[src/hw/rtl/srt_pkg.sv]
// Shared types, codes and constants for the shortest-remaining-time scheduler.
package srt_pkg;

    // Field widths of one request word and one result word.
    localparam int TIME_W      = 16;
    localparam int ID_W        = 8;
    localparam int REM_W       = 10;
    localparam int END_W       = 17;
    localparam int REQ_W       = 2;
    localparam int S_TDATA_W   = 40;
    localparam int M_TDATA_W   = 16;

    // Largest remaining time a queue entry can carry.
    localparam logic [REM_W-1:0] REM_MAX = '1;

    // Default number of waiting entries.
    localparam int QUEUE_DEPTH_DEF = 64;

    // Request kinds carried on the input tuser.
    localparam logic [REQ_W-1:0] REQ_ADD   = 2'd0;
    localparam logic [REQ_W-1:0] REQ_TICK  = 2'd1;
    localparam logic [REQ_W-1:0] REQ_CLEAR = 2'd2;

    // One waiting job: identifier and remaining run time.
    typedef struct packed {
        logic [ID_W-1:0]  id;
        logic [REM_W-1:0] rem;
    } entry_t;

    // Operations of the shared arithmetic unit.
    typedef enum logic [1:0] {
        ALU_END = 2'd0,
        ALU_REM = 2'd1,
        ALU_CMP = 2'd2
    } alu_op_t;

    // Request to the shared arithmetic unit.
    typedef struct packed {
        alu_op_t          op;
        logic [END_W-1:0] a;
        logic [END_W-1:0] b;
        logic             strict;
    } alu_req_t;

    // Answer from the shared arithmetic unit.
    typedef struct packed {
        logic [END_W-1:0] result;
        logic             flag;
    } alu_rsp_t;

endpackage

[src/hw/rtl/shortest_remaining_time_scheduler.sv]
// Preemptive shortest-remaining-time scheduler: sequencer, run state and result register.
// Each accepted word passes through dispatch and then the finish step. An add that queues an entry
// first compares keys and inserts by walking down from the tail. A tick that starts a waiting job
// first pops the head entry and shifts the remaining entries up to close the gap.
// One word is in work at a time, since the queue memory's single read port
// and the shared arithmetic unit are each used once per cycle. Reset clears the run state,
// the fill count and the handshakes; the queue memory itself is never cleared.
module shortest_remaining_time_scheduler
    import srt_pkg::*;
#(
    parameter int QUEUE_DEPTH = QUEUE_DEPTH_DEF
) (
    input  logic                 aclk,
    input  logic                 aresetn,
    input  logic                 s_tvalid,
    output logic                 s_tready,
    // now_time [15:0], job_id [23:16], job_length [33:24], zeros above.
    input  logic [S_TDATA_W-1:0] s_tdata,
    // req_type [1:0].
    input  logic [REQ_W-1:0]     s_tuser,
    output logic                 m_tvalid,
    input  logic                 m_tready,
    // running_valid [0], running_id [8:1], queue_overflow [9], zeros above.
    output logic [M_TDATA_W-1:0] m_tdata
);

    localparam int AW = $clog2(QUEUE_DEPTH);
    localparam int CW = $clog2(QUEUE_DEPTH + 1);

    typedef enum logic [12:0] {
        ST_IDLE      = 13'b0000000000001,
        ST_DISPATCH  = 13'b0000000000010,
        ST_ADD_CMP   = 13'b0000000000100,
        ST_ADD_PRE   = 13'b0000000001000,
        ST_INS_START = 13'b0000000010000,
        ST_INS_RD    = 13'b0000000100000,
        ST_INS_CMP   = 13'b0000001000000,
        ST_POP_RD    = 13'b0000010000000,
        ST_POP_HEAD  = 13'b0000100000000,
        ST_SHIFT_RD  = 13'b0001000000000,
        ST_SHIFT_WR  = 13'b0010000000000,
        ST_FINISH    = 13'b0100000000000,
        ST_SPARE     = 13'b1000000000000
    } state_t;

    state_t               state_reg, state_next;
    logic                 run_valid_reg, run_valid_next;
    logic [CW-1:0]        count_reg, count_next;
    logic                 m_tvalid_reg, m_tvalid_next;
    logic                 ovf_reg, ovf_next;

    logic [REQ_W-1:0]     req_reg, req_next;
    logic [TIME_W-1:0]    now_reg, now_next;
    logic [ID_W-1:0]      id_reg, id_next;
    logic [REM_W-1:0]     svc_reg, svc_next;
    logic [ID_W-1:0]      run_id_reg, run_id_next;
    logic [END_W-1:0]     run_end_reg, run_end_next;
    logic [END_W-1:0]     new_end_reg, new_end_next;
    entry_t               ins_reg, ins_next;
    logic [AW-1:0]        idx_reg, idx_next;
    logic [M_TDATA_W-1:0] m_tdata_reg, m_tdata_next;

    alu_req_t             alu_req;
    alu_rsp_t             alu_rsp;
    logic                 mem_we;
    logic [AW-1:0]        mem_waddr;
    entry_t               mem_wdata;
    logic [AW-1:0]        mem_raddr;
    entry_t               mem_rdata;
    logic [CW-1:0]        idx_ext;
    logic                 run_stays;

    srt_alu u_alu (
        .req (alu_req),
        .rsp (alu_rsp)
    );

    srt_queue_mem #(
        .DEPTH (QUEUE_DEPTH),
        .AW    (AW)
    ) u_queue_mem (
        .aclk    (aclk),
        .wr_en   (mem_we),
        .wr_addr (mem_waddr),
        .wr_data (mem_wdata),
        .rd_addr (mem_raddr),
        .rd_data (mem_rdata)
    );

    assign s_tready  = (state_reg == ST_IDLE);
    assign m_tvalid  = m_tvalid_reg;
    assign m_tdata   = m_tdata_reg;
    assign idx_ext   = CW'(idx_reg);
    assign run_stays = run_valid_reg && !alu_rsp.flag;

    // Sequencer: one step of the shared unit and one memory access per cycle.
    always_comb begin
        state_next     = state_reg;
        run_valid_next = run_valid_reg;
        count_next     = count_reg;
        ovf_next       = ovf_reg;
        req_next       = req_reg;
        now_next       = now_reg;
        id_next        = id_reg;
        svc_next       = svc_reg;
        run_id_next    = run_id_reg;
        run_end_next   = run_end_reg;
        new_end_next   = new_end_reg;
        ins_next       = ins_reg;
        idx_next       = idx_reg;
        alu_req        = '0;
        mem_we         = 1'b0;
        mem_waddr      = idx_reg;
        mem_wdata      = ins_reg;
        mem_raddr      = '0;

        case (state_reg)
            ST_IDLE: begin
                if (s_tvalid) begin
                    req_next   = s_tuser;
                    now_next   = s_tdata[15:0];
                    id_next    = s_tdata[23:16];
                    svc_next   = s_tdata[33:24];
                    state_next = ST_DISPATCH;
                end
            end
            ST_DISPATCH: begin
                ovf_next = 1'b0;
                case (req_reg)
                    REQ_ADD: begin
                        alu_req.op   = ALU_END;
                        alu_req.a    = END_W'(now_reg);
                        alu_req.b    = END_W'(svc_reg);
                        new_end_next = alu_rsp.result;
                        if (!run_valid_reg) begin
                            run_valid_next = 1'b1;
                            run_id_next    = id_reg;
                            run_end_next   = alu_rsp.result;
                            state_next     = ST_FINISH;
                        end else begin
                            state_next = ST_ADD_CMP;
                        end
                    end
                    REQ_TICK: begin
                        // Retire the running job once its last quantum has passed.
                        alu_req.op     = ALU_CMP;
                        alu_req.a      = run_end_reg;
                        alu_req.b      = END_W'(now_reg);
                        alu_req.strict = 1'b1;
                        run_valid_next = run_stays;
                        if (!run_stays && count_reg != '0) begin
                            state_next = ST_POP_RD;
                        end else begin
                            state_next = ST_FINISH;
                        end
                    end
                    REQ_CLEAR: begin
                        count_next = '0;
                        state_next = ST_FINISH;
                    end
                    default: begin
                        state_next = ST_FINISH;
                    end
                endcase
            end
            ST_ADD_CMP: begin
                // Queue the new job unless it would finish before the running one.
                alu_req.op     = ALU_CMP;
                alu_req.a      = run_end_reg;
                alu_req.b      = new_end_reg;
                alu_req.strict = (svc_reg == '0);
                if (alu_rsp.flag) begin
                    ins_next.id  = id_reg;
                    ins_next.rem = svc_reg;
                    state_next   = ST_INS_START;
                end else begin
                    state_next = ST_ADD_PRE;
                end
            end
            ST_ADD_PRE: begin
                // Preempt: the old job goes back with its remaining time.
                alu_req.op   = ALU_REM;
                alu_req.a    = run_end_reg;
                alu_req.b    = END_W'(now_reg);
                ins_next.id  = run_id_reg;
                ins_next.rem = alu_rsp.result[REM_W-1:0];
                run_id_next  = id_reg;
                run_end_next = new_end_reg;
                state_next   = ST_INS_START;
            end
            ST_INS_START: begin
                if (count_reg == CW'(QUEUE_DEPTH)) begin
                    ovf_next   = 1'b1;
                    state_next = ST_FINISH;
                end else begin
                    idx_next   = count_reg[AW-1:0];
                    state_next = ST_INS_RD;
                end
            end
            ST_INS_RD: begin
                // Walk down from the tail; at the head the entry is simply written.
                if (idx_reg == '0) begin
                    mem_we     = 1'b1;
                    mem_waddr  = '0;
                    mem_wdata  = ins_reg;
                    count_next = count_reg + CW'(1);
                    state_next = ST_FINISH;
                end else begin
                    mem_raddr  = idx_reg - AW'(1);
                    state_next = ST_INS_CMP;
                end
            end
            ST_INS_CMP: begin
                // Larger keys move up one place; equal keys stay ahead of the new entry.
                alu_req.op = ALU_CMP;
                alu_req.a  = END_W'(mem_rdata.rem);
                alu_req.b  = END_W'(ins_reg.rem);
                mem_we     = 1'b1;
                mem_waddr  = idx_reg;
                if (!alu_rsp.flag) begin
                    mem_wdata  = mem_rdata;
                    idx_next   = idx_reg - AW'(1);
                    state_next = ST_INS_RD;
                end else begin
                    mem_wdata  = ins_reg;
                    count_next = count_reg + CW'(1);
                    state_next = ST_FINISH;
                end
            end
            ST_POP_RD: begin
                mem_raddr  = '0;
                state_next = ST_POP_HEAD;
            end
            ST_POP_HEAD: begin
                // Start the head entry, then close the gap it leaves.
                alu_req.op     = ALU_END;
                alu_req.a      = END_W'(now_reg);
                alu_req.b      = END_W'(mem_rdata.rem);
                run_valid_next = 1'b1;
                run_id_next    = mem_rdata.id;
                run_end_next   = alu_rsp.result;
                idx_next       = '0;
                if (count_reg > CW'(1)) begin
                    state_next = ST_SHIFT_RD;
                end else begin
                    count_next = count_reg - CW'(1);
                    state_next = ST_FINISH;
                end
            end
            ST_SHIFT_RD: begin
                mem_raddr  = idx_reg + AW'(1);
                state_next = ST_SHIFT_WR;
            end
            ST_SHIFT_WR: begin
                mem_we    = 1'b1;
                mem_waddr = idx_reg;
                mem_wdata = mem_rdata;
                if (idx_ext + CW'(2) < count_reg) begin
                    idx_next   = idx_reg + AW'(1);
                    state_next = ST_SHIFT_RD;
                end else begin
                    count_next = count_reg - CW'(1);
                    state_next = ST_FINISH;
                end
            end
            ST_FINISH: begin
                if (!m_tvalid_reg || m_tready) begin
                    state_next = ST_IDLE;
                end
            end
            default: begin
                state_next = ST_IDLE;
            end
        endcase
    end

    // Result register: loaded when the sequencer finishes and the slot is free.
    always_comb begin
        m_tvalid_next = m_tvalid_reg && !m_tready;
        m_tdata_next  = m_tdata_reg;
        if (state_reg == ST_FINISH && (!m_tvalid_reg || m_tready)) begin
            m_tvalid_next = 1'b1;
            m_tdata_next  = {6'd0, ovf_reg, run_valid_reg ? run_id_reg : 8'd0, run_valid_reg};
        end
    end

    // Control state with synchronous reset.
    always_ff @(posedge aclk) begin
        if (!aresetn) begin
            state_reg     <= ST_IDLE;
            run_valid_reg <= 1'b0;
            count_reg     <= '0;
            m_tvalid_reg  <= 1'b0;
            ovf_reg       <= 1'b0;
            run_id_reg    <= '0;
            run_end_reg   <= '0;
        end else begin
            state_reg     <= state_next;
            run_valid_reg <= run_valid_next;
            count_reg     <= count_next;
            m_tvalid_reg  <= m_tvalid_next;
            ovf_reg       <= ovf_next;
            run_id_reg    <= run_id_next;
            run_end_reg   <= run_end_next;
        end
    end

    // Payload registers.
    always_ff @(posedge aclk) begin
        req_reg     <= req_next;
        now_reg     <= now_next;
        id_reg      <= id_next;
        svc_reg     <= svc_next;
        new_end_reg <= new_end_next;
        ins_reg     <= ins_next;
        idx_reg     <= idx_next;
        m_tdata_reg <= m_tdata_next;
    end

    // The fill count never passes the queue depth.
    assert property (@(posedge aclk) disable iff (!aresetn)
        count_reg <= CW'(QUEUE_DEPTH))
        else $error("queue fill count above depth");

    // Overflow is only flagged against a full queue.
    assert property (@(posedge aclk) disable iff (!aresetn)
        (state_reg == ST_FINISH && ovf_reg) |-> count_reg == CW'(QUEUE_DEPTH))
        else $error("overflow flagged with room in the queue");

    // A pop only starts with at least one waiting entry.
    assert property (@(posedge aclk) disable iff (!aresetn)
        (state_reg == ST_POP_HEAD) |-> count_reg != '0)
        else $error("pop from an empty queue");

    // A clear leaves the queue empty by the time the result is formed.
    assert property (@(posedge aclk) disable iff (!aresetn)
        (state_reg == ST_FINISH && req_reg == REQ_CLEAR) |-> count_reg == '0)
        else $error("queue not empty after clear");

    // A new result word only appears out of the finish step.
    assert property (@(posedge aclk) disable iff (!aresetn)
        $rose(m_tvalid_reg) |-> $past(state_reg == ST_FINISH))
        else $error("result word raised outside the finish step");

endmodule

[src/hw/rtl/srt_alu.sv]
// Shared arithmetic unit: end time, recomputed remaining time and key compare.
module srt_alu
    import srt_pkg::*;
(
    input  alu_req_t req,
    output alu_rsp_t rsp
);

    logic [END_W-1:0] rem_m1;
    logic [END_W-1:0] end_sum;
    logic [END_W:0]   diff;
    logic [REM_W-1:0] rem_sat;
    logic             cmp_flag;

    // End time: a plus the remaining time less one, never below a.
    assign rem_m1  = (req.b == '0) ? '0 : req.b - END_W'(1);
    assign end_sum = req.a + rem_m1;

    // Remaining time of a preempted job, clamped to the entry range.
    assign diff = {1'b0, req.a} - {1'b0, req.b} + (END_W+1)'(1);

    always_comb begin
        if (diff[END_W]) begin
            rem_sat = '0;
        end else if (diff > (END_W+1)'(REM_MAX)) begin
            rem_sat = REM_MAX;
        end else begin
            rem_sat = diff[REM_W-1:0];
        end
    end

    // Less than, or less than or equal when the compare is not strict.
    assign cmp_flag = req.strict ? (req.a < req.b) : (req.a <= req.b);

    always_comb begin
        rsp = '0;
        case (req.op)
            ALU_END: begin
                rsp.result = end_sum;
            end
            ALU_REM: begin
                rsp.result = END_W'(rem_sat);
            end
            ALU_CMP: begin
                rsp.flag = cmp_flag;
            end
            default: begin
                rsp = '0;
            end
        endcase
    end

endmodule

[src/hw/rtl/srt_queue_mem.sv]
// Waiting-queue memory: one write port and one registered read port.
module srt_queue_mem
    import srt_pkg::*;
#(
    parameter int DEPTH = QUEUE_DEPTH_DEF,
    parameter int AW    = $clog2(DEPTH)
) (
    input  logic          aclk,
    input  logic          wr_en,
    input  logic [AW-1:0] wr_addr,
    input  entry_t        wr_data,
    input  logic [AW-1:0] rd_addr,
    output entry_t        rd_data
);

    entry_t mem_reg [DEPTH];
    entry_t rd_data_reg;

    // Entries hold no reset value; only written entries are ever read.
    always_ff @(posedge aclk) begin
        if (wr_en) begin
            mem_reg[wr_addr] <= wr_data;
        end
        rd_data_reg <= mem_reg[rd_addr];
    end

    assign rd_data = rd_data_reg;

endmodule

[config.mk]
export PLATFORM = sky130hd
export DESIGN_NAME = shortest_remaining_time_scheduler
export DESIGN_NICKNAME = d
export VERILOG_FILES = /design/src/hw/rtl/srt_pkg.sv /design/src/hw/rtl/shortest_remaining_time_scheduler.sv /design/src/hw/rtl/srt_alu.sv /design/src/hw/rtl/srt_queue_mem.sv
export SDC_FILE = /design/constraint.sdc
export NUM_CORES = 2
export LEC_CHECK = 0
export ABC_AREA = 1
export BUFFER_PORTS_ARGS = -buffer_cell sky130_fd_sc_hd__buf_4
export CORE_ASPECT_RATIO = 1.2
export CORE_UTILIZATION = 45
export DETAILED_ROUTE_END_ITERATION = 7
export GPL_ROUTABILITY_DRIVEN = 0
export GPL_TIMING_DRIVEN = 1
export SLEW_MARGIN = 30
export SYNTH_ARGS = -nofsm -noshare
export SYNTH_HDL_FRONTEND = slang
export SYNTH_HIERARCHICAL = 1
export SYNTH_SLANG_ARGS = --single-unit
[constraint.sdc]
create_clock -name aclk -period 16.25 [get_ports aclk]
set_input_delay 2.4375 -clock aclk [delete_from_list [all_inputs] [get_ports aclk]]
set_output_delay 2.4375 -clock aclk [all_outputs]
set_load 0.1 [all_outputs]
# After elaboration in Yosys (flattened, before gate mapping)
# Memories as Yosys holds them, arrays and structs flattened. A register that Yosys moved wholly into a read port is not among the register bits.
# Index checks and enable logic that the tools add are counted.
[word_totals] register_bits=135 latch_bits=0 ram_bits=1152 romBits=0 out_inout_bits=18 wordCells=150 memories=1
[op_classes] n_addsub=9 mul=0 n_div=0 n_lt_le_gt_ge=5 eq_ne=32 shifts=0 n_mux=55 bitwise_logic=0 n_reduce_logical=31
[memory_table] name="u_queue_mem.mem_reg" depth=64 width=18 rd=1 rd_ports_with_merged_regs=1 write_ports=1 line="srt_queue_mem.sv:16" source="entry_t mem_reg [DEPTH];"
[ops] op="$pmux 36 s5" count=1
[ops] op="$pmux 13 s12" count=1
[ops] op="$mux 12" count=7
[ops] op="$pmux 18 s2" count=2
[ops] op="$pmux 36 s2" count=1
[ops] op="$mux 17" count=3
[ops] op="$pmux 17 s3" count=1
[ops] op="$mux 18" count=2
[ops] op="$mux 6" count=6
[ops] op="$mux 7" count=5
[ops] op="$pmux 7 s5" count=1
[ops] op="$pmux 17 s2" count=1
[ops] op="$mux 13" count=2
[ops] op="$ne 2x2->1 const B" count=12
[ops] op="$pmux 12 s2" count=1
[ops] op="$pmux 6 s4" count=1
[ops] op="$pmux 8 s3" count=1
[ops] op="$mux 10" count=2
[ops] op="$add 18x1->18 const B" count=1
[ops] op="$gt 18x10->1 const B" count=1
[ops] op="$sub 17x17->18" count=1
[ops] op="$add 17x17->17" count=1
[ops] op="$le 17x17->1" count=1
[ops] op="$logic_not 17->1" count=1
[ops] op="47 further kinds" count=76

# Longest topological paths before layout
[depth] word_depth=13 mapped_depth=35 mapped_depth_nobuf=34

# By module
# Netlist, hierarchy kept.
[by_module_without_submodules] mod="srt_queue_mem" instances=1 cells_per_inst=3942 area_per_inst_um2=47425.5 seq_area_each_um2=34953.5
[by_module_without_submodules] mod="shortest_remaining_time_scheduler" instances=1 cells_per_inst=875 area_per_inst_um2=7345.8 seq_area_each_um2=3553.4
[by_module_without_submodules] mod="srt_alu" instances=1 cells_per_inst=570 area_per_inst_um2=3125.5 seq_area_each_um2=0.0

# Worst setup path before layout
# OpenSTA, ideal clock, no wires.
[synth_timing] kind="flip-flop to flip-flop" from="register state_reg[10]" to="memory u_queue_mem/mem_reg[0][1] in the netlist's numbering, data pin" t_arrival_ps=5914 setup_slack_ps=9634 stages_incl_launch_ff=26 period_less_slack_ps=6616 cell_sequence="dfxtp_1 -> nor2_2 -> nand2_4 -> inv_2 -> nand2_1 -> nor2_2 -> nand2_1 -> clkinv_1 -> a21oi_1 -> o211ai_1 -> inv_1 -> ha_1 -> nand2_1 -> inv_1 -> nand3_1 -> nor2_1 -> o21ai_0 -> nand2_1 -> a21oi_1 -> o21bai_1 -> a21oi_1 -> inv_1 -> nand3_2 -> nand2_2 -> buf_2 -> o21ai_0"
[synth_rtl] element="start, declared" line="shortest_remaining_time_scheduler.sv:46" source="state_t state_reg, state_next;"
[synth_rtl] element="start signal, assigned" line="shortest_remaining_time_scheduler.sv:298" source="state_reg <= state_next;"
[synth_rtl] element="end, declared" line="srt_queue_mem.sv:16"

==> reports/results.md <==
| Step | Parameter | Reported |
| --- | --- | --- |
| finish | Number of antenna repair diodes | 0 |
| pwr | Pwr dens | 106 nW/um^2 |
| worst setup path | Worst EP arrival | 6.66 ns |
| worst setup path | Element type at the critical path end | flop |
| finish | Flip-flop count of the largest register after layout | 1152 |
| cts | Clock slew at the register clock pins of the worst setup and hold paths | 0.06 ns |
| logic synthesis | Top flip-flop cell by instance count after synthesis | sky130_fd_sc_hd__edfxtp_1 |
| timing | Worst-margin pin slew | 1.10 ns |
| cts | Insertion delay to the later sink of the worst-skew pair | 0.76 ns |
| grt | Global-route wire length before repair | 229000 um |
| grt | Antenna violations before repair | 3 |
| cts | PostCTS Resize Cnt | 0 |
| finish | Leading cell types in the layout, fill and taps excluded | sky130_fd_sc_hd__nand2_1 (1836), sky130_fd_sc_hd__edfxtp_1 (1239), sky130_fd_sc_hd__nand3_1 (1057) |
| floorplan | Width of the die | 329 um |
| timing | Final clock period utilization by the worst path | 38.4% |
| pwr | Combinational share of power | 2.6% |
| pwr | Power consumption | 0.00676 W |
| timing | Final number of max-transition violations | 0 |
| worst setup path | Data required time of the worst path | 16.68 ns |
| cts | TritonCTS Buffers | 134 |
| floorplan | Total Die Area | 130000 um^2 |
| placed design | IO Port Bufs | 51 |
| pwr | P_int | 0.00537 W |
| timing | Headroom to the max-slew limit | 26.8% |
| pwr | Clock share of power | 43.4% |
| worst setup path | Startpoint kind of the worst setup timing path | flop |
| routing | Routed length per placed instance | 21.6 um |
| logic synthesis | Synth Instances | 5387 |
| logic synthesis | Cell accounting for the most synthesized area | sky130_fd_sc_hd__edfxtp_1 |
| floorplan | Number of top-level pins | 64 |
| placed design | HPWL Detailed | 85500 um |
| timing | Layout Skew | 0.0292 ns |
| logic synthesis | Flops & latches, synth | 1304 |
| timing | Final number of hold-violating endpoints | 0 |
| cts | CTS sink cnt | 1304 |
| hold path | Min-delay worst type | flop to flop |
| grt | Pin count of the biggest net entering global routing | 205 |
| floorplan | Core region area | 127000 um^2 |
| worst setup path | Reg-to-Reg End | u_queue_mem/mem_reg[14][14] |
| grt | Sum of overflow across all layers after global routing | 0 |
| status | Failing checks | DRC |
| finish | Proportion of layout cells with a drive suffix above 1 | 8.88% |
| worst setup path | R2R Path Start | state_reg[0] |
| logic synthesis | Cell area after synthesis | 57900 um^2 |
| pwr | Share of total power in sequential cells | 54.0% |
| cts | Cts-stage hold buffer count | 0 |
| timing | Setup TNS | 0 ns |
| floorplan | DIE HEIGHT | 395 um |
| cts | Clk root buf | sky130_fd_sc_hd__clkbuf_16 |
| flow run | Number of max-capacitance violations reported | 0 |
| routing | Total length of routed wires | 155000 um |
| logic synthesis | Share of the yosys chip area belonging to registers | 66.5% |
| timing | Final setup violation count | 0 |
| finish | Post-layout util | 50.2% |
| routing | First-pass iteration count of the detailed router | 8 |
| worst setup path | Setup slack on the worst flop-to-flop path | 10.01 ns |
| logic synthesis | Number of enable-type register cells in the synthesized netlist | 1239 |
| finish | Total of fill cells in the finished design | 11200 |
| cts | Post CTS Setup Buffer Count | 0 |
| grt | Number of global-route vias before repair | 36600 |
| status | Status | finished with violations |
| pwr | Standby leakage power | 23.9 nW |
| logic synthesis | Post-synthesis cell type count | 57 |
| cts | CTS tree | yes |
| timing | Max Fclk | 160 MHz |
| finish | Layout Area Growth over Synthesis | 10.3% |
| finish | Number of nets in the finished design | 5507 |
| hold path | Destination of the worst hold path | m_tdata[9] |
| hold path | Source of the worst hold timing path | ovf_reg |
| logic synthesis | Yosys synthesis warning count | 6 |
| logic synthesis | Area fraction of the dominant cell type after synthesis | 64.3% |
| timing | Setup repair after global routing missed its margin | false |
| worst setup path | Number of cell instances on the worst register-to-register path | 23 |
| floorplan | Num rows | 143 |
| grt | Global Route Usage Sum | 23.5% |
| cts | Max Buffers Root-to-Sink | 3 |
| routing | Final routed DRC violation total | 12 |
| worst setup path | Largest fanout of any net on the critical path | 64 |
| pwr | Psw | 0.00138 W |
| routing | Drt initial violations | 3644 |
| logic synthesis | Largest cells by area after synthesis | sky130_fd_sc_hd__edfxtp_1 (64%), sky130_fd_sc_hd__nand2_1 (12%), sky130_fd_sc_hd__nand3_1 (9.1%) |
| routing | Drt via density | 5.50 |
| pwr | Worst vdd ir | 0.0843 mV |
| logic synthesis | Async SR Flop Fraction | 0% |
| worst setup path | Worst Path Class, Setup | flop to flop |
| pwr | Switching part of the total power | 20.5% |
| routing | Remaining antenna violation count | 0 |
| cts | Htree depth | 4 |
| hold path | Min-Delay Path Depth | 0 |
| logic synthesis | Syn_area_per_cell | 10.7 um^2 |
| floorplan | Starting density of the core | 45.5% |
| routing | Vias | 39300 |
| timing | Time the final worst path needs with I/O delays and setup | 6.24 ns |
| finish | Commonest non-fill, non-tap cell in the layout | sky130_fd_sc_hd__nand2_1 |
| worst setup path | Launch point of the worst path | state_reg[0] |
-- power groups by stage --
stage | clock [W] | combinational, W | sequential, W
3_5_place_dp | 0 | 0.000175 | 0.00372
6_report | 0.00293 | 0.000177 | 0.00365
3_3_place_gp | 0 | 0.000172 | 0.00372
4_1_cts | 0.00298 | 0.000176 | 0.00365
2_1_floorplan | 0 | 0.000132 | 0.00372
5_1_grt | 0.00310 | 0.000196 | 0.00365
-- worst max-delay path, cell delays in order, from the launching register on --
cell	delay [ns]
sky130_fd_sc_hd__dfxtp_1	0.33
sky130_fd_sc_hd__nor2_2	0.22
sky130_fd_sc_hd__nand2_4	0.13
sky130_fd_sc_hd__nor2_8	0.18
sky130_fd_sc_hd__nand2_1	0.44
sky130_fd_sc_hd__inv_1	0.59
sky130_fd_sc_hd__a21oi_1	0.16
sky130_fd_sc_hd__o211ai_1	0.25
sky130_fd_sc_hd__inv_1	0.12
sky130_fd_sc_hd__ha_1	0.35
sky130_fd_sc_hd__nand2_1	0.10
sky130_fd_sc_hd__inv_1	0.04
sky130_fd_sc_hd__nand3_1	0.08
sky130_fd_sc_hd__nor2_1	0.05
sky130_fd_sc_hd__o21ai_0	0.20
sky130_fd_sc_hd__nand2_1	0.09
sky130_fd_sc_hd__a21oi_1	0.13
sky130_fd_sc_hd__o21bai_1	0.09
sky130_fd_sc_hd__a21oi_1	0.47
sky130_fd_sc_hd__inv_1	0.18
sky130_fd_sc_hd__nand3_2	0.16
sky130_fd_sc_hd__nand2_2	0.39
sky130_fd_sc_hd__mux2_2	0.37
sky130_fd_sc_hd__buf_4	0.69
-- Yosys cell counts, types with 18 or more instances --
library cell               number
sky130_fd_sc_hd__nor2_1       203
sky130_fd_sc_hd__dfxtp_1       65
sky130_fd_sc_hd__a21oi_1       58
sky130_fd_sc_hd__buf_1         24
sky130_fd_sc_hd__buf_4         19
sky130_fd_sc_hd__inv_2         25
sky130_fd_sc_hd__buf_6         83
sky130_fd_sc_hd__nand4_1       29
sky130_fd_sc_hd__nand3_1     1058
sky130_fd_sc_hd__edfxtp_1    1239
sky130_fd_sc_hd__inv_1        206
sky130_fd_sc_hd__o21ai_0       86
sky130_fd_sc_hd__nand2_1     1837
sky130_fd_sc_hd__nor3_1        18
sky130_fd_sc_hd__clkbuf_1      45
sky130_fd_sc_hd__buf_2        122
sky130_fd_sc_hd__xor2_1        28
sky130_fd_sc_hd__ha_1          67
-- layer usage --
layer	up-vias	wire length, um	part of all wire [%]	GRT usage (%)
li1	18600	-	-	-
met1	19000	63600	41	31.2
met2	1423	74900	48	38.9
met3	273	10100	6.5	3.11
met4	2	5870	3.8	9.66
met5	-	20	0.013	0
-- logic make-up after synthesis --
kind of cell,synth area share (%)
AOI/OAI and AO/OA,2.09
DFF,66.5
and+or+nand+nor,23.9
other,0.00648
adders and majority gates,1.76
buffers and inverters,5.01
xor gates and xnor gates,0.499
muxes,0.233
-- worst max path at each step --
stage                                              to  depth (start not counted)
after global placement    u_queue_mem/mem_reg[26][12]                         23
after CTS                 u_queue_mem/mem_reg[18][12]                         23
final                     u_queue_mem/mem_reg[14][14]                         23
after floorplan             u_queue_mem/mem_reg[0][1]                         25
after detailed placement  u_queue_mem/mem_reg[27][12]                         23
after global routing      u_queue_mem/mem_reg[27][14]                         23
-- final cells by class --
type	count	area [um^2]	share of cell area [%]
clock buffer	192	3730	5.84
clock inverter	41	370	0.580
inverter	241	958	1.50
multi-input combinational	3552	16900	26.5
sequential	1304	38500	60.3
tap	1667	2090	3.27
timing repair buffer	152	1270	1.99
-- through the flow --
| stage | hold WS (ns) | setup slack (ns) | std cells | area [um^2] |
|---|---|---|---|---|
| CTS | 0.440 | 10.03 | 7147 | 63800 |
| global placement | 0.426 | 10.08 | 6910 | 59500 |
| floorplan | 0.409 | 9.63 | 5392 | 57900 |
| global route | 0.460 | 9.59 | 7149 | 63800 |
| finish | 0.443 | 10.01 | 7149 | 63800 |
| detailed placement | 0.425 | 10.11 | 6914 | 59700 |
Note: power is estimated with default switching activity, not from simulation.
